$ cat config.mk
export PLATFORM = sky130hd
export DESIGN_NAME = tccs_front_flat
export DESIGN_NICKNAME = d
export VERILOG_FILES = /design/src/hdl/tccs_pkg.sv /design/src/hdl/tccs_cmd_if.sv /design/src/hdl/tccs_front.sv /design/src/flat_wrapper.sv
export SDC_FILE = /design/constraint.sdc
export NUM_CORES = 1
export LEC_CHECK = 0
export BUFFER_PORTS_ARGS = -buffer_cell sky130_fd_sc_hd__buf_2
export CAP_MARGIN = 10
export CORE_AREA = 2 2 39 41
export DETAILED_ROUTE_END_ITERATION = 10
export DIE_AREA = 0 0 41 43
export PLACE_DENSITY = 0.72
export SYNTH_ARGS = -nofsm -noshare
export SYNTH_HDL_FRONTEND = slang
export SYNTH_SLANG_ARGS = --single-unit
$ cat constraint.sdc
create_clock -name vclk -period 0.8
set_input_delay 0.12 -clock vclk [all_inputs]
set_output_delay 0.12 -clock vclk [all_outputs]
set_load 0.03 [all_outputs]
$ cat src/hdl/tccs_pkg.sv
// Package: shared types and constants of the text console.
`default_nettype none

package tccs_pkg;

	localparam int CMD_W      = 2;
	localparam int CHAR_W     = 8;
	localparam int ROW_PORT_W = 6;
	localparam int COL_PORT_W = 8;
	localparam int COLS_CFG_W = 9;
	localparam int ROWS_CFG_W = 7;
	localparam int MODE_W     = 2;
	localparam int CFG_IDX_W  = 2;
	localparam int CFG_DATA_W = 9;

	localparam logic [CMD_W-1:0] CMD_PUT   = 2'd0;
	localparam logic [CMD_W-1:0] CMD_READ  = 2'd1;
	localparam logic [CMD_W-1:0] CMD_CLEAR = 2'd2;

	localparam logic [CHAR_W-1:0] CH_NEWLINE   = 8'h0A;
	localparam logic [CHAR_W-1:0] CH_BACKSPACE = 8'h08;
	localparam logic [CHAR_W-1:0] CH_SPACE     = 8'h20;

	localparam logic [MODE_W-1:0] MODE_SCROLL = 2'd0;
	localparam logic [MODE_W-1:0] MODE_BLANK  = 2'd1;

	localparam logic [CFG_IDX_W-1:0] CFG_COLUMNS = 2'd0;
	localparam logic [CFG_IDX_W-1:0] CFG_ROWS    = 2'd1;
	localparam logic [CFG_IDX_W-1:0] CFG_MODE    = 2'd2;

	localparam logic [COLS_CFG_W-1:0] COLS_RESET = 9'd80;
	localparam logic [ROWS_CFG_W-1:0] ROWS_RESET = 7'd25;
	localparam logic [MODE_W-1:0]     MODE_RESET = MODE_SCROLL;

	localparam int QUEUE_DEPTH = 2;
	localparam int QUEUE_PTR_W = $clog2(QUEUE_DEPTH);
	localparam int QUEUE_CNT_W = $clog2(QUEUE_DEPTH + 1);

	typedef enum logic [2:0] {
		OP_PUT,
		OP_NEWLINE,
		OP_BACKSPACE,
		OP_READ,
		OP_CLEAR,
		OP_NOP
	} op_kind_t;

	typedef struct packed {
		op_kind_t               kind;
		logic [CHAR_W-1:0]      char_code;
		logic [ROW_PORT_W-1:0]  read_row;
		logic [COL_PORT_W-1:0]  read_column;
	} op_t;

	typedef struct packed {
		logic                   echo_valid;
		logic [CHAR_W-1:0]      echo_byte;
		logic [CHAR_W-1:0]      read_data;
		logic [ROW_PORT_W-1:0]  row_now;
		logic [COL_PORT_W-1:0]  column_now;
		logic                   scrolled;
	} res_t;

	typedef struct packed {
		logic [COLS_CFG_W-1:0] columns_in_use;
		logic [ROWS_CFG_W-1:0] rows_in_use;
		logic [MODE_W-1:0]     overflow_mode;
	} cfg_t;

	typedef enum logic [1:0] {
		ST_IDLE,
		ST_EXEC,
		ST_SWEEP,
		ST_RDATA
	} st_t;

endpackage

`default_nettype wire

$ cat src/hdl/tccs_cmd_if.sv
// Interface: command channel of the text console.
`default_nettype none

interface tccs_cmd_if import tccs_pkg::*; ();

	logic                  valid;
	logic                  ready;
	logic [CMD_W-1:0]      command;
	logic [CHAR_W-1:0]     char_code;
	logic [ROW_PORT_W-1:0] read_row;
	logic [COL_PORT_W-1:0] read_column;

	modport source (output valid, command, char_code, read_row, read_column, input ready);
	modport sink (input valid, command, char_code, read_row, read_column, output ready);

endinterface

`default_nettype wire

$ cat src/hdl/tccs_front.sv
// Front end: takes command items and classifies them into operations.
`default_nettype none

module tccs_front import tccs_pkg::*; (
	tccs_cmd_if.sink cmd,
	input  wire logic full,
	output op_t       push_data,
	output logic      push
);

	op_kind_t kind;

	always_comb begin
		unique case (cmd.command)
			CMD_PUT: begin
				if (cmd.char_code == CH_NEWLINE)
					kind = OP_NEWLINE;
				else if (cmd.char_code == CH_BACKSPACE)
					kind = OP_BACKSPACE;
				else
					kind = OP_PUT;
			end
			CMD_READ:  kind = OP_READ;
			CMD_CLEAR: kind = OP_CLEAR;
			default:   kind = OP_NOP;
		endcase
	end

	assign cmd.ready             = !full;
	assign push                  = cmd.valid && !full;
	assign push_data.kind        = kind;
	assign push_data.char_code   = cmd.char_code;
	assign push_data.read_row    = cmd.read_row;
	assign push_data.read_column = cmd.read_column;

endmodule

`default_nettype wire

$ cat src/flat_wrapper.sv
// flat-port wrapper written by rule: the top's interface ports become plain ports
module tccs_front_flat import tccs_pkg::*;
  (full, push_data, push, cmd_valid, cmd_command, cmd_char_code, cmd_read_row, cmd_read_column, cmd_ready);
  tccs_cmd_if cmd_i ();
  input  wire logic full;
  output op_t push_data;
  output logic push;
  input wire logic [$bits(cmd_i.valid)-1:0] cmd_valid;
  input wire logic [$bits(cmd_i.command)-1:0] cmd_command;
  input wire logic [$bits(cmd_i.char_code)-1:0] cmd_char_code;
  input wire logic [$bits(cmd_i.read_row)-1:0] cmd_read_row;
  input wire logic [$bits(cmd_i.read_column)-1:0] cmd_read_column;
  output wire logic [$bits(cmd_i.ready)-1:0] cmd_ready;
  assign cmd_i.valid = cmd_valid;
  assign cmd_i.command = cmd_command;
  assign cmd_i.char_code = cmd_char_code;
  assign cmd_i.read_row = cmd_read_row;
  assign cmd_i.read_column = cmd_read_column;
  assign cmd_ready = cmd_i.ready;
  tccs_front u_core (.cmd(cmd_i), .full(full), .push_data(push_data), .push(push));
endmodule
After elaboration in Yosys (flattened, before gate mapping)
Cells that the tools add are included.
{"block": "classes", "n_eq_ne": 4, "mux": 3, "reduce_logical": 3}
{"operator": "== test 8 x 4 -> 1 bit (second input constant)", "n": 2}
{"operator": "one-hot mux 3 bit (3 select lines)", "n": 1}
{"operator": "two-way mux 3 bit", "n": 1}
{"operator": "== test 2 x 1 -> 1 bit (second input constant)", "n": 1}
{"operator": "== test 2 bit (second input constant)", "n": 1}
{"operator": "logical NOT 2 bit", "n": 1}
{"operator": "two-way mux 2 bit", "n": 1}
{"operator": "logical AND 1 bit", "n": 1}
{"operator": "logical NOT 1 bit", "n": 1}
{"block": "totals", "regBits": 0, "inputBits": 26, "output_inout_bits": 27, "wordCells": 10}

Depth between registers and ports, before layout
{"block": "logic_depth", "depth_word": 4, "ltp_mapped": 2, "depth_no_buf": 2}

Worst setup path after synthesis
Ideal clock, no wire load.
{"block": "synth_path", "path_type": "input-to-output", "from": "input cmd_char_code[5]", "to": "output push_data[23] (netlist bit)", "arrival_time_ns": 0.715, "t_required_ns": 0.680, "setup_slack_ns": -0.035, "cell_stages": 2, "path_buffers": 0, "cell_sequence": "nor4_2 a32o_2"}
{"item": "start: declaration", "line_no": "flat_wrapper.sv:10", "source": "input wire logic [$bits(cmd_i.char_code)-1:0] cmd_char_code;"}
{"item": "end: declaration", "line_no": "flat_wrapper.sv:6", "source": "output op_t push_data;"}

==> metrics.md <==
| Metric | Value |
|---|---|
| Aggregate global routing overflow | 0 |
| Most area-hungry cell type in the Yosys netlist | sky130_fd_sc_hd__buf_4 |
| Gate count after technology mapping | 31 |
| Most frequent cells after synthesis | 22 x sky130_fd_sc_hd__buf_4, 3 x sky130_fd_sc_hd__inv_1 |
| Remaining max-slew budget at the tightest pin | 0.846 |
| Combined area of all synthesized cells | 234 µm² |
| Total power per unit cell area | about 700 nW/µm² |
| Number of global-route vias before repair | 142 |
| Cell Area, Placed | 235 µm² |
| Average via count per standard cell | 3.72 |
| Share of Yosys cell area claimed by the top area cell type | 0.706 |
| Area taken by multi-input logic gates | 71.3 µm² |
| Post-Layout Inst Area | around 270 µm² |
| Largest net degree at the start of global routing | 4 |
| Global-route total usage across every layer | 0.0370 |
| Number of placement rows | 14 |
| Routed length per instance | 8.54 µm |
| Type of element launching the critical path | input pin |
| Overall routed net length | about 430 µm |
| Outcome | finished with violations |
| Width of the die | 41 µm |
| Hold-critical path endpoint | push_data[0] |
| Violated checks | negative setup slack |
| Number of diodes added for antenna fixing | 0 |
| Post-detailed-route count of antenna-violating nets | 0 |
| Critical path data required time | 0.68 ns |
| Post-layout min period | 0.970 ns |
| Die Footprint | 1760 µm² |
| Drt initial violations | 3 |
| Chip height | 43 µm |
| WP data arrival | 0.85 ns |
| First-pass iteration count of the detailed router | 2 |
| Slew of the pin with the lowest slew margin | 0.229 ns |
| Number of setup buffers added after CTS | 0 |
| Hold-fix buffer count after cts | 0 |
| Upper clock frequency limit | a little over 1000 MHz |
| Worst IR Drop VDD | 0.113 mV |
| Detailed-route via count | between 150 and 200 |
| Quantity of I/O buffers inserted on ports | 25 |
| Warnings from Yosys | 0 |
| Net Count, Synth | 57 |
| # Max-Cap Violations | 0 |
| Number of sequential cells in the layout | 0 |
| Setup repair after global routing missed its margin | yes |
| Nets@finish | between 60 and 70 |
| Hold Vio Cnt, Final | 0 |
| Ports placed on the boundary | between 50 and 60 |
| Area of all sequential standard cells | 0 µm² |
| Number of slew-limit violations in the final report | 0 |
| Share of final-layout standard cells stronger than drive strength 1 | 0.882 |
| Antenna violations before repair | 0 |
| Final critical-path share of the clock period | 1.21 |
| First-pass GRT wire length | 496 µm |
| Minimum setup slack in the final design | -0.170 ns |
| Number of fillers in the final layout | 166 |
| CP Capture Type | output port |
| Synth-to-Final Area Change | 16.6% |
| Residual DRC | 0 |
| Post-synthesis average cell area | 7.55 µm² |
| Number of distinct library cells after synthesis | 8 |
| Most area-consuming cells after synthesis | sky130_fd_sc_hd__buf_4 71%, sky130_fd_sc_hd__nor4b_2 6.4%, sky130_fd_sc_hd__nor4_2 5.3% |
| Worst hold slack across all endpoints | about 0.24 ns |
| Pre-CTS worst setup slack | -0.239 ns |
| Path category of the worst min-delay check | in2out |
| Total core area | 1380 µm² |
| Most frequent cell after synthesis | sky130_fd_sc_hd__buf_4 |
| Starting density of the core | 0.169 |
| Share of the yosys chip area belonging to registers | 0 |
| Clock buffer count | 0 |
| Min-delay src | cmd_read_column[0] |
| Leakage power of the design | 0.155 nW |
| Routability congestion estimate from global placement | 0.536 |
| Worst setup path class | in2out |
| Critical-path maximum fanout | 2 |
| Worst Hold Depth | 0 |
| Number of setup violations in the final report | 2 |
[per-stage QoR]
step           instances   util  power [mW]  setup TNS (ns)
4_1_cts               50  0.197       0.194          -0.308
6_report              50  0.197       0.192          -0.329
3_5_place_dp          50  0.170       0.173          -0.448
5_1_grt               50  0.197       0.205          -0.410
3_3_place_gp          50  0.170       0.172          -0.448
2_1_floorplan         31      -       0.254         -0.0107
[repair_timing]
action                                  4_1_cts  5_1_grt
endpoints found under the hold margin         0        0
pin swaps                                     3        0
endpoints found under the setup margin        2        2
resized for setup                             9        0
[cell usage in the layout, fill, tap and decap left out]
master                    count
sky130_fd_sc_hd__nor4_4       1
sky130_fd_sc_hd__nor4b_4      1
sky130_fd_sc_hd__nor2b_1      1
sky130_fd_sc_hd__a31o_2       1
sky130_fd_sc_hd__buf_2       19
sky130_fd_sc_hd__buf_4        1
sky130_fd_sc_hd__inv_1        3
sky130_fd_sc_hd__buf_6        6
sky130_fd_sc_hd__a32o_2       1
[cells by family after synthesis]
family,Yosys count,synth area share
and+or+nand+nor,3,0.144
buffers and inverters,26,0.770
AOI/OAI and AO/OA,2,0.0856
[layout make-up]
type / count / share of cell area
repair buffers: 26 / 0.624
well taps: 16 / 0.0734
inverters: 3 / 0.0413
multi-input cells: 5 / 0.261
[worst max-delay path by stage]
stage,from,endpoint,slack (ns)
6_report,cmd_char_code[6],push_data[23],-0.17
5_1_grt,cmd_char_code[6],push_data[23],-0.21
4_1_cts,cmd_char_code[2],push_data[23],-0.17
3_5_place_dp,cmd_command[1],push_data[23],-0.24
3_3_place_gp,cmd_command[1],push_data[23],-0.24
2_1_floorplan,cmd_command[1],push_data[23],-0.01
[critical path, stage by stage]
cell and delay (ns):
sky130_fd_sc_hd__buf_6 0.10, sky130_fd_sc_hd__nor4_4 0.29, sky130_fd_sc_hd__a32o_2 0.22, sky130_fd_sc_hd__buf_6 0.13
[power by group]
group / internal, mW / total, mW / switching [mW]
combinational: 0.0790 / 0.192 / 0.113
sequential: 0 / 0 / 0
clock: 0 / 0 / 0
[routing by layer]
| metal | wire, µm | global-route usage | vias up |
|---|---|---|---|
| met3 | 83 | 0.00524 | 0 |
| met2 | 208 | 0.0844 | 18 |
| li1 | - | - | 83 |
| met5 | 0 | 0 | - |
| met4 | 0 | 0.00667 | 0 |
| met1 | 135 | 0.0253 | 85 |
Note: power is estimated with default switching activity, not from simulation.
