File: config.mk
export PLATFORM = sky130hd
export DESIGN_NAME = tccs_fifo
export DESIGN_NICKNAME = d
export VERILOG_FILES = /design/src/hdl/tccs_pkg.sv /design/src/hdl/tccs_fifo.sv
export SDC_FILE = /design/constraint.sdc
export NUM_CORES = 1
export LEC_CHECK = 0
export BUFFER_PORTS_ARGS = -buffer_cell sky130_fd_sc_hd__buf_4
export CORE_MARGIN = 2
export CORE_UTILIZATION = 40
export CTS_BUF_LIST = sky130_fd_sc_hd__clkbuf_4 sky130_fd_sc_hd__clkbuf_8
export DETAILED_ROUTE_END_ITERATION = 8
export PLACE_DENSITY = 0.66
export RECOVER_POWER = 100
export REMOVE_ABC_BUFFERS = 1
export SYNTH_ARGS = -nofsm -noshare
export SYNTH_HDL_FRONTEND = slang
export SYNTH_SLANG_ARGS = --single-unit
export TNS_END_PERCENT = 20
File: constraint.sdc
create_clock -name clk -period 2 [get_ports clk]
set_input_delay 0.4 -clock clk [delete_from_list [all_inputs] [get_ports clk]]
set_output_delay 0.4 -clock clk [all_outputs]
set_load 0.005 [all_outputs]
File: src/hdl/tccs_pkg.sv
// Package: shared types and constants of the text console.
`default_nettype none

package tccs_pkg;

	localparam int CMD_W      = 2;
	localparam int CHAR_W     = 8;
	localparam int ROW_PORT_W = 6;
	localparam int COL_PORT_W = 8;
	localparam int COLS_CFG_W = 9;
	localparam int ROWS_CFG_W = 7;
	localparam int MODE_W     = 2;
	localparam int CFG_IDX_W  = 2;
	localparam int CFG_DATA_W = 9;

	localparam logic [CMD_W-1:0] CMD_PUT   = 2'd0;
	localparam logic [CMD_W-1:0] CMD_READ  = 2'd1;
	localparam logic [CMD_W-1:0] CMD_CLEAR = 2'd2;

	localparam logic [CHAR_W-1:0] CH_NEWLINE   = 8'h0A;
	localparam logic [CHAR_W-1:0] CH_BACKSPACE = 8'h08;
	localparam logic [CHAR_W-1:0] CH_SPACE     = 8'h20;

	localparam logic [MODE_W-1:0] MODE_SCROLL = 2'd0;
	localparam logic [MODE_W-1:0] MODE_BLANK  = 2'd1;

	localparam logic [CFG_IDX_W-1:0] CFG_COLUMNS = 2'd0;
	localparam logic [CFG_IDX_W-1:0] CFG_ROWS    = 2'd1;
	localparam logic [CFG_IDX_W-1:0] CFG_MODE    = 2'd2;

	localparam logic [COLS_CFG_W-1:0] COLS_RESET = 9'd80;
	localparam logic [ROWS_CFG_W-1:0] ROWS_RESET = 7'd25;
	localparam logic [MODE_W-1:0]     MODE_RESET = MODE_SCROLL;

	localparam int QUEUE_DEPTH = 2;
	localparam int QUEUE_PTR_W = $clog2(QUEUE_DEPTH);
	localparam int QUEUE_CNT_W = $clog2(QUEUE_DEPTH + 1);

	typedef enum logic [2:0] {
		OP_PUT,
		OP_NEWLINE,
		OP_BACKSPACE,
		OP_READ,
		OP_CLEAR,
		OP_NOP
	} op_kind_t;

	typedef struct packed {
		op_kind_t               kind;
		logic [CHAR_W-1:0]      char_code;
		logic [ROW_PORT_W-1:0]  read_row;
		logic [COL_PORT_W-1:0]  read_column;
	} op_t;

	typedef struct packed {
		logic                   echo_valid;
		logic [CHAR_W-1:0]      echo_byte;
		logic [CHAR_W-1:0]      read_data;
		logic [ROW_PORT_W-1:0]  row_now;
		logic [COL_PORT_W-1:0]  column_now;
		logic                   scrolled;
	} res_t;

	typedef struct packed {
		logic [COLS_CFG_W-1:0] columns_in_use;
		logic [ROWS_CFG_W-1:0] rows_in_use;
		logic [MODE_W-1:0]     overflow_mode;
	} cfg_t;

	typedef enum logic [1:0] {
		ST_IDLE,
		ST_EXEC,
		ST_SWEEP,
		ST_RDATA
	} st_t;

endpackage

`default_nettype wire

File: src/hdl/tccs_fifo.sv
// Queue: short operation queue between front and back end.
`default_nettype none

module tccs_fifo import tccs_pkg::*; (
	input  wire logic clk,
	input  wire logic arst_n,
	input  wire logic push,
	input  op_t       push_data,
	output logic      full,
	input  wire logic pop,
	output op_t       pop_data,
	output logic      not_empty
);

	op_t                    entry_q [QUEUE_DEPTH];
	logic [QUEUE_PTR_W-1:0] wr_ptr_q;
	logic [QUEUE_PTR_W-1:0] rd_ptr_q;
	logic [QUEUE_CNT_W-1:0] count_q;
	logic                   do_push;
	logic                   do_pop;

	function automatic logic [QUEUE_PTR_W-1:0] ptr_next(input logic [QUEUE_PTR_W-1:0] ptr);
		if (ptr == QUEUE_PTR_W'(QUEUE_DEPTH - 1))
			return '0;
		return ptr + QUEUE_PTR_W'(1);
	endfunction

	assign full      = (count_q == QUEUE_CNT_W'(QUEUE_DEPTH));
	assign not_empty = (count_q != '0);
	assign do_push   = push && !full;
	assign do_pop    = pop && not_empty;
	assign pop_data  = entry_q[rd_ptr_q];

	always_ff @(posedge clk or negedge arst_n) begin
		if (!arst_n) begin
			wr_ptr_q <= '0;
			rd_ptr_q <= '0;
			count_q  <= '0;
		end else begin
			if (do_push)
				wr_ptr_q <= ptr_next(wr_ptr_q);
			if (do_pop)
				rd_ptr_q <= ptr_next(rd_ptr_q);
			if (do_push && !do_pop)
				count_q <= count_q + QUEUE_CNT_W'(1);
			else if (do_pop && !do_push)
				count_q <= count_q - QUEUE_CNT_W'(1);
		end
	end

	always_ff @(posedge clk) begin
		if (do_push)
			entry_q[wr_ptr_q] <= push_data;
	end

endmodule

`default_nettype wire

**Yosys cells after proc, flatten, opt, wreduce, memory -nomap -nowiden**

Memories as Yosys holds them, arrays and structs flattened.
Cells that the tools add are included.

- Input port bits: 29
- Memories: 1
- Output and inout port bits: 27
- RAM bits: 50
- Register bits: 4

Memories:

| memory | depth | width | read ports | clocked after Yosys merged registers in | write ports | line | text |
|---|---|---|---|---|---|---|---|
| entry_q | 2 | 25 | 1 | 0 | 1 | tccs_fifo.sv:15 | `op_t entry_q [QUEUE_DEPTH];` |

- Reduce and logical (&&, ||, !) cells: 9
- $add $sub $neg: 4
- Multiplexer cells: 12
- Equality and inequality tests: 1

Operators by type and width:

| cell | count |
|---|---|
| 2-to-1 mux 1 bit | 10 |
| logical AND 1 bit | 4 |
| 2-to-1 mux 2 bit | 2 |
| nonzero test 2 bit | 2 |
| zero test 1 bit | 3 |
| adder 1 bit, second input constant | 2 |
| adder 2 x 1 -> 2 bit, second input constant | 1 |
| equality test 2 bit, second input constant | 1 |
| subtractor 2 x 1 -> 2 bit, second input constant | 1 |

**Longest topological paths before layout**

Gate-level depths: netlist of run 1.

- Word-level depth: 7
- Mapped depth: 7
- Depth with buffers taken out: 7

**Least setup slack after synthesis of run 1**

OpenSTA, ideal clock, no wires.

- Path type: reg2reg
- Start point: reg count_q[0]
- End point: mem entry_q[0][0] in the netlist's numbering (enable)
- Setup time: 0.407 ns
- Slack: -0.095 ns
- Data required time: 1.593 ns
- Path buffers: 0
- Stages on the path, launching flop included: 4
- Arrival time: 1.689 ns
- Cell sequence: dfrtp_1 nand2b_1 nand2_1 nor2_1

- Cells in the longest elaborated chain, start to end: 5

Ends and longest elaborated chain:

| item | line | text |
|---|---|---|
| start: declaration | tccs_fifo.sv:18 | `logic [QUEUE_CNT_W-1:0] count_q;` |
| start signal: assignment | tccs_fifo.sv:45 | `count_q <= count_q + QUEUE_CNT_W'(1);` |
| start signal: assignment | tccs_fifo.sv:47 | `count_q <= count_q - QUEUE_CNT_W'(1);` |
| equality test 2 bit | tccs_fifo.sv:28 | `assign full = (count_q == QUEUE_CNT_W'(QUEUE_DEPTH));` |
| zero test 1 bit | tccs_fifo.sv:30 | `assign do_push = push && !full;` |
| logical AND 1 bit | tccs_fifo.sv:30 |  |
| 2-to-1 mux 1 bit | tccs_fifo.sv:52 | `if (do_push)` |
| 2-to-1 mux 1 bit (not written as such) | tccs_fifo.sv:53 | `entry_q[wr_ptr_q] <= push_data;` |
| end: declaration | tccs_fifo.sv:15 |  |

No other way between the ends.

==> results.toml, run 1 <==
[run_status]
run_status = "complete, no violations"

[yosys]
synth_edf_count = 50
async_flop_share_pct = 7.41
avgSynthCellArea_um2 = 21.7
ys_ff_latch = 54
ys_warn_count = 0
ys_types = 16
yosys.cell_count.top_type = "edfxtp_1"
synthCells = 97
synth_commonest_cells = "edfxtp_1, mux2_4, mux2_2, dfrtp_1, xnor2_1"
netlist_area_um2 = 2110
synth_top_area_share_pct = 71.3
yosysTopAreaCell = "edfxtp_1"
synth_top_flop_cell = "edfxtp_1"
synth_area_leaders = "edfxtp_1, mux2_4, dfrtp_1"
seq_area_frac_synth_pct = 76.1

[clocking]
hold_buffers = 1
post_cts_resized = 0
cts_tree = "built"
clkSinkCount = 54
cts_root_buf = "clkbuf_8"
clk_pin_slew_ns = 0.09
cts_buffer_depth = 2
postCtsSetupBuffers = 0
clock_latency_ns = 0.29
htreeDepth = 2
numCtsBuffers = 5

[sta]
fin_crit_ns = 1.84
setup_viol = 0
finalHoldViolations = 0
post-route-period-util_pct = 91.8
setup_ws_ns = 0.163
final_max_slew_viol_count = 0
clock_skew_ns = 0.00486
worst_slew_pin_slew_ns = 0.796
rsz0062_at_grt = "false"
fmax_mhz = 545
relSlewSlack_pct = 46.9
fin_setup_tns_ns = 0

[run]
maxCapViolCount = 0

[setup_path]
startpoint_type = "register"
reg2reg_to = "entry_q[1][19]$_DFFE_PP_"
critPathLaunch = "rd_ptr_q$_DFFE_PN0P_"
cp-end-kind = "primary output"
r2r-start = "count_q[0]$_DFFE_PN0P_"
crit_end = "pop_data[3]"
max_stage_delay_ns = 0.37
path_class = "register to primary output"
cp_top_family = "buffers and inverters"
cp_slowest_cell = "mux2_1"
cp.required_ns = 1.60
path_buf_inv = 2
cp.depth = 3
crit_fanout = 14
timing.critical_path.arrival_ns = 1.44
rr_worst_depth = 3
rrSetupSlack_ns = 0.27
worstPathCellList = "clkbuf_4 > mux2_1 > buf_4"

[grt]
first_global_vias = 1117
grt_max_degree = 19
overflow = 0
grt_first_pass_wirelength_um = 5320
antenna_found_initial = 0
grt_usage_pct = 12.1

[route]
dr_total_vias = 1050
ant_nets = 0
drc = 0
wirelength_um = 3320
viasPerCell = 4.49
wire_per_inst_um = 14.2
dr.first_iter.drc_count = 43
dr.pass1.iters = 4

[floorplanning]
die_width_um = 76.6
io_pins = 56
die_y_um = 76.6
core_um2 = 5110
initial_core_util_pct = 41.2
rows = 26
dieArea_um2 = 5860

[placement]
io_buffers = 55
dp.final_hpwl_um = 2440
placement.setup.worst_slack_ns = 0.492
place.gp.congestion = 0.634
dp_cells = 225

[layout]
num_antenna_cells = 0
fin_nets = 193
areaGrowthSynthToFinish_pct = 24.5
instances_no_fill = 234
drive_gt1_share_pct = 40.9

[power]
total_power_mw = 3.51
p_leak_nw = 0.992
max-vdd-ir-drop_mv = 0.611
powerDensity_nw_per_um2 = 1340

[worst_hold_path]
hp-class = "primary input to register"
-- cells in the final DEF, fill, tap and decap left out, drive strengths merged --
master       netlist  routed
dfrtp              4       4
edfxtp            50      50
and3               1       1
mux2              25      25
inv                2       2
xnor2              3       3
xor2               2       2
ha                 1       1
nand2              2       2
dlygate4sd3        0       1
nor2               2       2
nand2b             1       1
buf                3      22
clkbuf             0      46
bufinv             0       1
or2                1       1
-- metal layers --
| layer | track usage, % | up-vias | wire length (um) |
|---|---|---|---|
| li1 | - | 497 | - |
| met5 | 0 | - | 0 |
| met4 | 5.45 | 0 | 61 |
| met3 | 4.50 | 6 | 201 |
| met1 | 12.5 | 508 | 1340 |
| met2 | 21.7 | 39 | 1720 |
-- area by class of cell --
cell class | count | area [um2]
Inverter | 2 | 7.51
Fill cell | 453 | 2480
Multi-Input combinational cell | 38 | 385
Tap cell | 70 | 87.6
Sequential cell | 54 | 1600
Timing Repair Buffer | 62 | 420
Clock inverter | 1 | 30.0
Clock buffer | 7 | 90.1
-- registers in the layout, summed over array words and instances (netlist names) --
name / flops
wr_ptr_q: 1
count_q: 2
entry_q: 50
rd_ptr_q: 1
-- cell families after synthesis --
family,count (synthesis),share of synthesized area [%]
DFF,54,76.1
muxes,25,16.8
and+or+nand+nor,7,1.72
xor gates and xnor gates,5,2.08
buffers and inverters,5,2.79
adders and majority gates,1,0.594
-- power by group --
group	total, mW	switching, mW	internal [mW]
clock network	0.730	0.309	0.421
logic	1.14	0.520	0.624
registers	1.63	0.0770	1.55
-- stage by stage --
step / instance area [um2] / util, % / hold slack, ns
floorplan: 2050 / - / 0.104
global placement: 2600 / 51.0 / 0.199
detailed placement: 2600 / 51.0 / 0.201
CTS: 2730 / 53.5 / 0.269
global route: 2620 / 51.3 / 0.286
finish: 2620 / 51.3 / 0.309
-- worst register-to-register path: stages (launching register included) --
cell and delay (ns):
dfrtp_1 0.41, nand2b_1 0.16, and3_1 0.18, clkbuf_1 0.61
-- worst min path at each step --
stage                   from                  endpoint  cells after the start
2_1_floorplan         arst_n    count_q[0]$_DFFE_PN0P_                      0
3_3_place_gp          arst_n    count_q[1]$_DFFE_PN0P_                      1
3_5_place_dp          arst_n    count_q[1]$_DFFE_PN0P_                      1
4_1_cts         push_data[4]   entry_q[1][4]$_DFFE_PP_                      1
5_1_grt        push_data[24]  entry_q[0][24]$_DFFE_PP_                      1
6_report        push_data[1]   entry_q[0][1]$_DFFE_PP_                      1
(Power assumes the default switching activity.)
==> run 2, diff against run 1 <==
Settings changed: CORE_ASPECT_RATIO from default to 0.8, CTS_CLUSTER_SIZE from default to 25.
==> run 2 against run 1 <==
Effect of this change:
- setup slack improved by 0.019 ns
- sequential power about the same
- flip-flop and latch count unchanged
- global-route usage increased by 0.11 points
- sequential share of layout area increased by 1.2 points
- clock-buffer cell count increased by 1
- final cell count decreased by 3.8%
- worst hold slack improved by 0.0044 ns
- largest cell class unchanged
- largest power group unchanged
==> results.toml, run 2 (synthesized netlist as in run 1, its figures left out) <==
[setup_path]
timing.critical_path.arrival_ns = 1.42
path_class = "register to primary output"
startpoint_type = "register"
rr_worst_depth = 4
r2r-start = "count_q[0]$_DFFE_PN0P_"
cp.required_ns = 1.60
reg2reg_to = "entry_q[0][7]$_DFFE_PP_"
cp-end-kind = "primary output"
rrSetupSlack_ns = 0.24
crit_fanout = 14

[clocking]
cts_buffer_depth = 2
htreeDepth = 2
clk_pin_slew_ns = 0.08
clock_latency_ns = 0.29
cts_tree = "built"
numCtsBuffers = 5
clkSinkCount = 54
post_cts_resized = 0
cts_root_buf = "clkbuf_8"

[layout]
top_register = "entry_q"
num_antenna_cells = 0
final_common_cell = "edfxtp_1"
areaGrowthSynthToFinish_pct = 22.0
largest_registers = "entry_q (50), count_q (2)"
multi_input_area_um2 = 385
instances_no_fill = 225
fin_util_pct = 51.0
stdcell_area_um2 = 2570
drive_gt1_share_pct = 39.9
nFillCells = 437
final_cell_mix = "edfxtp_1, clkbuf_4, buf_4"
largest_register_ffs = 50
seqCellArea_um2 = 1600
fin_nets = 192

[sta]
relSlewSlack_pct = 54.6
fin_crit_ns = 1.82
whs_ns = 0.313
final_max_slew_viol_count = 0
setup_ws_ns = 0.182
rsz0062_at_grt = "false"
post-route-period-util_pct = 90.9
finalHoldViolations = 0
setup_viol = 0
clock_skew_ns = 0.00256
worst_slew_pin_slew_ns = 0.681
fmax_mhz = 550

[grt]
antenna_found_initial = 0
overflow = 0
grt_usage_pct = 12.2
grt_max_degree = 26
first_global_vias = 1162
grt_first_pass_wirelength_um = 5360

[route]
viasPerCell = 4.59
drc = 0
wire_per_inst_um = 14.9
dr_total_vias = 1033
ant_nets = 0
wirelength_um = 3350
dr.first_iter.drc_count = 30
dr.pass1.iters = 3

[worst_hold_path]
hp-class = "primary input to register"
hold_end = "entry_q[1][10]$_DFFE_PP_"
hp-start = "push_data[10]"
whs_path_depth = 1

[placement]
io_buffers = 55
dp_cells = 216
placed_area_um2 = 2580
place.gp.congestion = 0.722
placement.setup.worst_slack_ns = 0.479
dp.final_hpwl_um = 2390

[power]
p_leak_nw = 0.971
max-vdd-ir-drop_mv = 0.634
powerDensity_nw_per_um2 = 1310

[floorplanning]
initial_core_util_pct = 41.8
io_pins = 56
die_width_um = 85.1
dieArea_um2 = 5860
die_y_um = 68.9
rows = 23
core_um2 = 5040

[run_status]
run_status = "complete, no violations"

[run]
maxCapViolCount = 0
run 2: report_power, final:
part           switching, mW  internal, mW
clock network          0.300         0.290
logic                  0.528         0.610
registers             0.0797          1.55
total                  0.908          2.45
run 2: metrics by stage:
step / setup TNS [ns] / power, mW
floorplan: -2.38 / 2.41
global placement: 0 / 2.97
detailed placement: 0 / 3.04
CTS: 0 / 3.64
global route: 0 / 3.58
finish: 0 / 3.36
run 2: area by class of cell:
type,instances,share of cell area [%]
tap,62,3.02
multi-input combinational,38,15.0
inverter,2,0.292
timing repair buffer,61,15.8
clock buffer,8,3.55
sequential,54,62.3
run 2: repair_timing:
action	in CTS	in global routing
buffers inserted	0	0
hold buffers	1	0
endpoints found under the setup margin	0	0
endpoints found under the hold margin	4	0
run 2: routing by layer:
metal	wire length, um	global-route usage [%]	vias to the layer above
met4	11	2.38	0
met1	1310	13.2	493
met3	341	5.71	2
met2	1690	22.5	43
met5	0	0	-
li1	-	-	495
run 2: worst max path at each step:
| stage | slack (ns) | end | cells after the start | startpoint |
|---|---|---|---|---|
| floorplan | -0.1 | entry_q[0][0]$_DFFE_PP_ | 3 | count_q[0]$_DFFE_PN0P_ |
| global placement | 0.53 | pop_data[10] | 3 | rd_ptr_q$_DFFE_PN0P_ |
| detailed placement | 0.48 | count_q[1]$_DFFE_PN0P_ | 7 | count_q[0]$_DFFE_PN0P_ |
| CTS | 0.16 | pop_data[9] | 3 | rd_ptr_q$_DFFE_PN0P_ |
| global route | 0.07 | entry_q[0][11]$_DFFE_PP_ | 4 | count_q[0]$_DFFE_PN0P_ |
| finish | 0.18 | pop_data[9] | 3 | rd_ptr_q$_DFFE_PN0P_ |
run 2: critical path: stages, from the launching register on:
cell and delay [ns]:
dfrtp_1 0.35, clkbuf_4 0.27, mux2_2 0.37, clkbuf_4 0.14
==> run 3, diff against run 2 <==
Settings changed: CELL_PAD_IN_SITES_DETAIL_PLACEMENT from default to 1, CELL_PAD_IN_SITES_GLOBAL_PLACEMENT from default to 1, PLACE_DENSITY 0.66 to default, PLACE_DENSITY_LB_ADDON from default to 0.1.
==> run 3 against run 2 <==
Effect of this change:
- sequential share of layout area shrank 0.21 points
- clock skew increased by 0.0017 ns
- combinational power hardly changed
- design area increased by 0.34%
- core utilization rose by 0.17 points
- critical endpoint is now pop_data[11]
- largest cell class unchanged
==> results.toml, run 3 (synthesized netlist as in run 1, its figures left out) <==
[sta]
post-route-period-util_pct = 92.4
finalHoldViolations = 0
final_max_slew_viol_count = 0
setup_viol = 0
clock_skew_ns = 0.00429
rsz0062_at_grt = "false"
fin_setup_tns_ns = 0
fmax_mhz = 541
worst_slew_pin_slew_ns = 0.776
fin_crit_ns = 1.85
relSlewSlack_pct = 48.3
whs_ns = 0.304

[setup_path]
rrSetupSlack_ns = 0.26
reg2reg_to = "entry_q[1][4]$_DFFE_PP_"
rr_worst_depth = 3
cp.required_ns = 1.60
max_stage_delay_ns = 0.38
timing.critical_path.arrival_ns = 1.45
cp_top_family = "buffers and inverters"
r2r-start = "count_q[0]$_DFFE_PN0P_"
crit_fanout = 14
worstPathCellList = "clkbuf_4 > mux2_1 > buf_4"
cp_slowest_cell = "mux2_1"
path_buf_inv = 2
startpoint_type = "register"
cp-end-kind = "primary output"
path_class = "register to primary output"

[worst_hold_path]
hold_end = "entry_q[1][17]$_DFFE_PP_"
hp-class = "primary input to register"
whs_path_depth = 1
hp-start = "push_data[17]"

[placement]
dp.final_hpwl_um = 2460
place.gp.congestion = 0.680
io_buffers = 55

[floorplanning]
dieArea_um2 = 5860
die_y_um = 68.9
rows = 23
core_um2 = 5040
io_pins = 56
die_width_um = 85.1
initial_core_util_pct = 41.8

[layout]
num_antenna_cells = 0
fin_nets = 193
largest_registers = "entry_q (50), count_q (2)"
areaGrowthSynthToFinish_pct = 22.5
drive_gt1_share_pct = 40.9
top_register = "entry_q"
final_common_cell = "edfxtp_1"
largest_register_ffs = 50
final_cell_mix = "edfxtp_1, clkbuf_4, buf_4"

[power]
powerDensity_nw_per_um2 = 1300
p_leak_nw = 0.980
max-vdd-ir-drop_mv = 0.606

[clocking]
cts_tree = "built"
post_cts_resized = 0
clock_latency_ns = 0.30
clkSinkCount = 54
cts_root_buf = "clkbuf_8"
clk_pin_slew_ns = 0.09
cts_buffer_depth = 2
numCtsBuffers = 5
htreeDepth = 2

[run_status]
run_status = "complete, no violations"

[route]
wire_per_inst_um = 15.1
dr.first_iter.drc_count = 51
dr_total_vias = 1032
drc = 0
ant_nets = 0
dr.pass1.iters = 4
wirelength_um = 3410
viasPerCell = 4.57

[grt]
antenna_found_initial = 0
grt_max_degree = 16
overflow = 0
grt_first_pass_wirelength_um = 5260
grt_usage_pct = 12.3
first_global_vias = 1091

[run]
maxCapViolCount = 0
==> run 3: cell count changes in the layout (fill, tap and decap cells not counted), sizes merged <==
| cell | change |
|---|---|
| clkinv | +2 |
| clkbuf | -1 |
==> run 3: how the worst max path moves through the flow <==
stage / start / end / slack, ns / cells after the start
global route: rd_ptr_q$_DFFE_PN0P_ / pop_data[11] / 0.04 / 3
CTS: rd_ptr_q$_DFFE_PN0P_ / pop_data[9] / 0.15 / 3
detailed placement: rd_ptr_q$_DFFE_PN0P_ / pop_data[9] / 0.48 / 3
global placement: rd_ptr_q$_DFFE_PN0P_ / pop_data[24] / 0.53 / 3
finish: rd_ptr_q$_DFFE_PN0P_ / pop_data[11] / 0.15 / 3
floorplan: count_q[0]$_DFFE_PN0P_ / entry_q[0][0]$_DFFE_PP_ / -0.1 / 3
==> run 3: cell type report <==
| type | instances | area [um2] |
|---|---|---|
| Inverter | 2 | 7.51 |
| Clock buffer | 6 | 76.3 |
| Clock inverter | 2 | 8.76 |
| Timing Repair Buffer | 62 | 418 |
| Fill cell | 494 | 2460 |
| Tap cell | 62 | 77.6 |
| Sequential cell | 54 | 1600 |
| Multi-Input combinational cell | 38 | 389 |
==> run 3: what timing repair did <==
action / 4_1_cts / 5_1_grt
hold buffers: 1 / 0
hold endpoints to repair: 4 / 0
buffers inserted: 0 / 0
==> run 3: routing by layer <==
metal	track usage, %	up-vias	share of wire (%)
met5	0	-	0
met3	4.29	7	6.3
met1	14.4	495	43
met4	5.36	0	1.6
li1	-	497	-
met2	21.1	33	49
==> run 3: worst register-to-register path: stages (launching register included) <==
cell and delay [ns]:
dfrtp_1 0.42, nand2b_1 0.17, and3_1 0.19, clkbuf_1 0.60
==> run 3: power breakdown <==
group / internal, mW / switching [mW]
Sequential: 1.55 / 0.0787
Clock: 0.255 / 0.320
Combinational: 0.620 / 0.530
==> run 3: through the flow <==
stage	util [%]	std cells	cell area [um2]	setup slack, ns	total power [mW]
after floorplan	-	94	2050	-0.0954	2.41
after global placement	51.5	217	2590	0.525	3.00
after detailed placement	51.5	217	2590	0.482	3.04
after CTS	53.4	226	2690	0.146	3.62
after global routing	51.2	226	2580	0.0447	3.57
final	51.2	226	2580	0.153	3.36
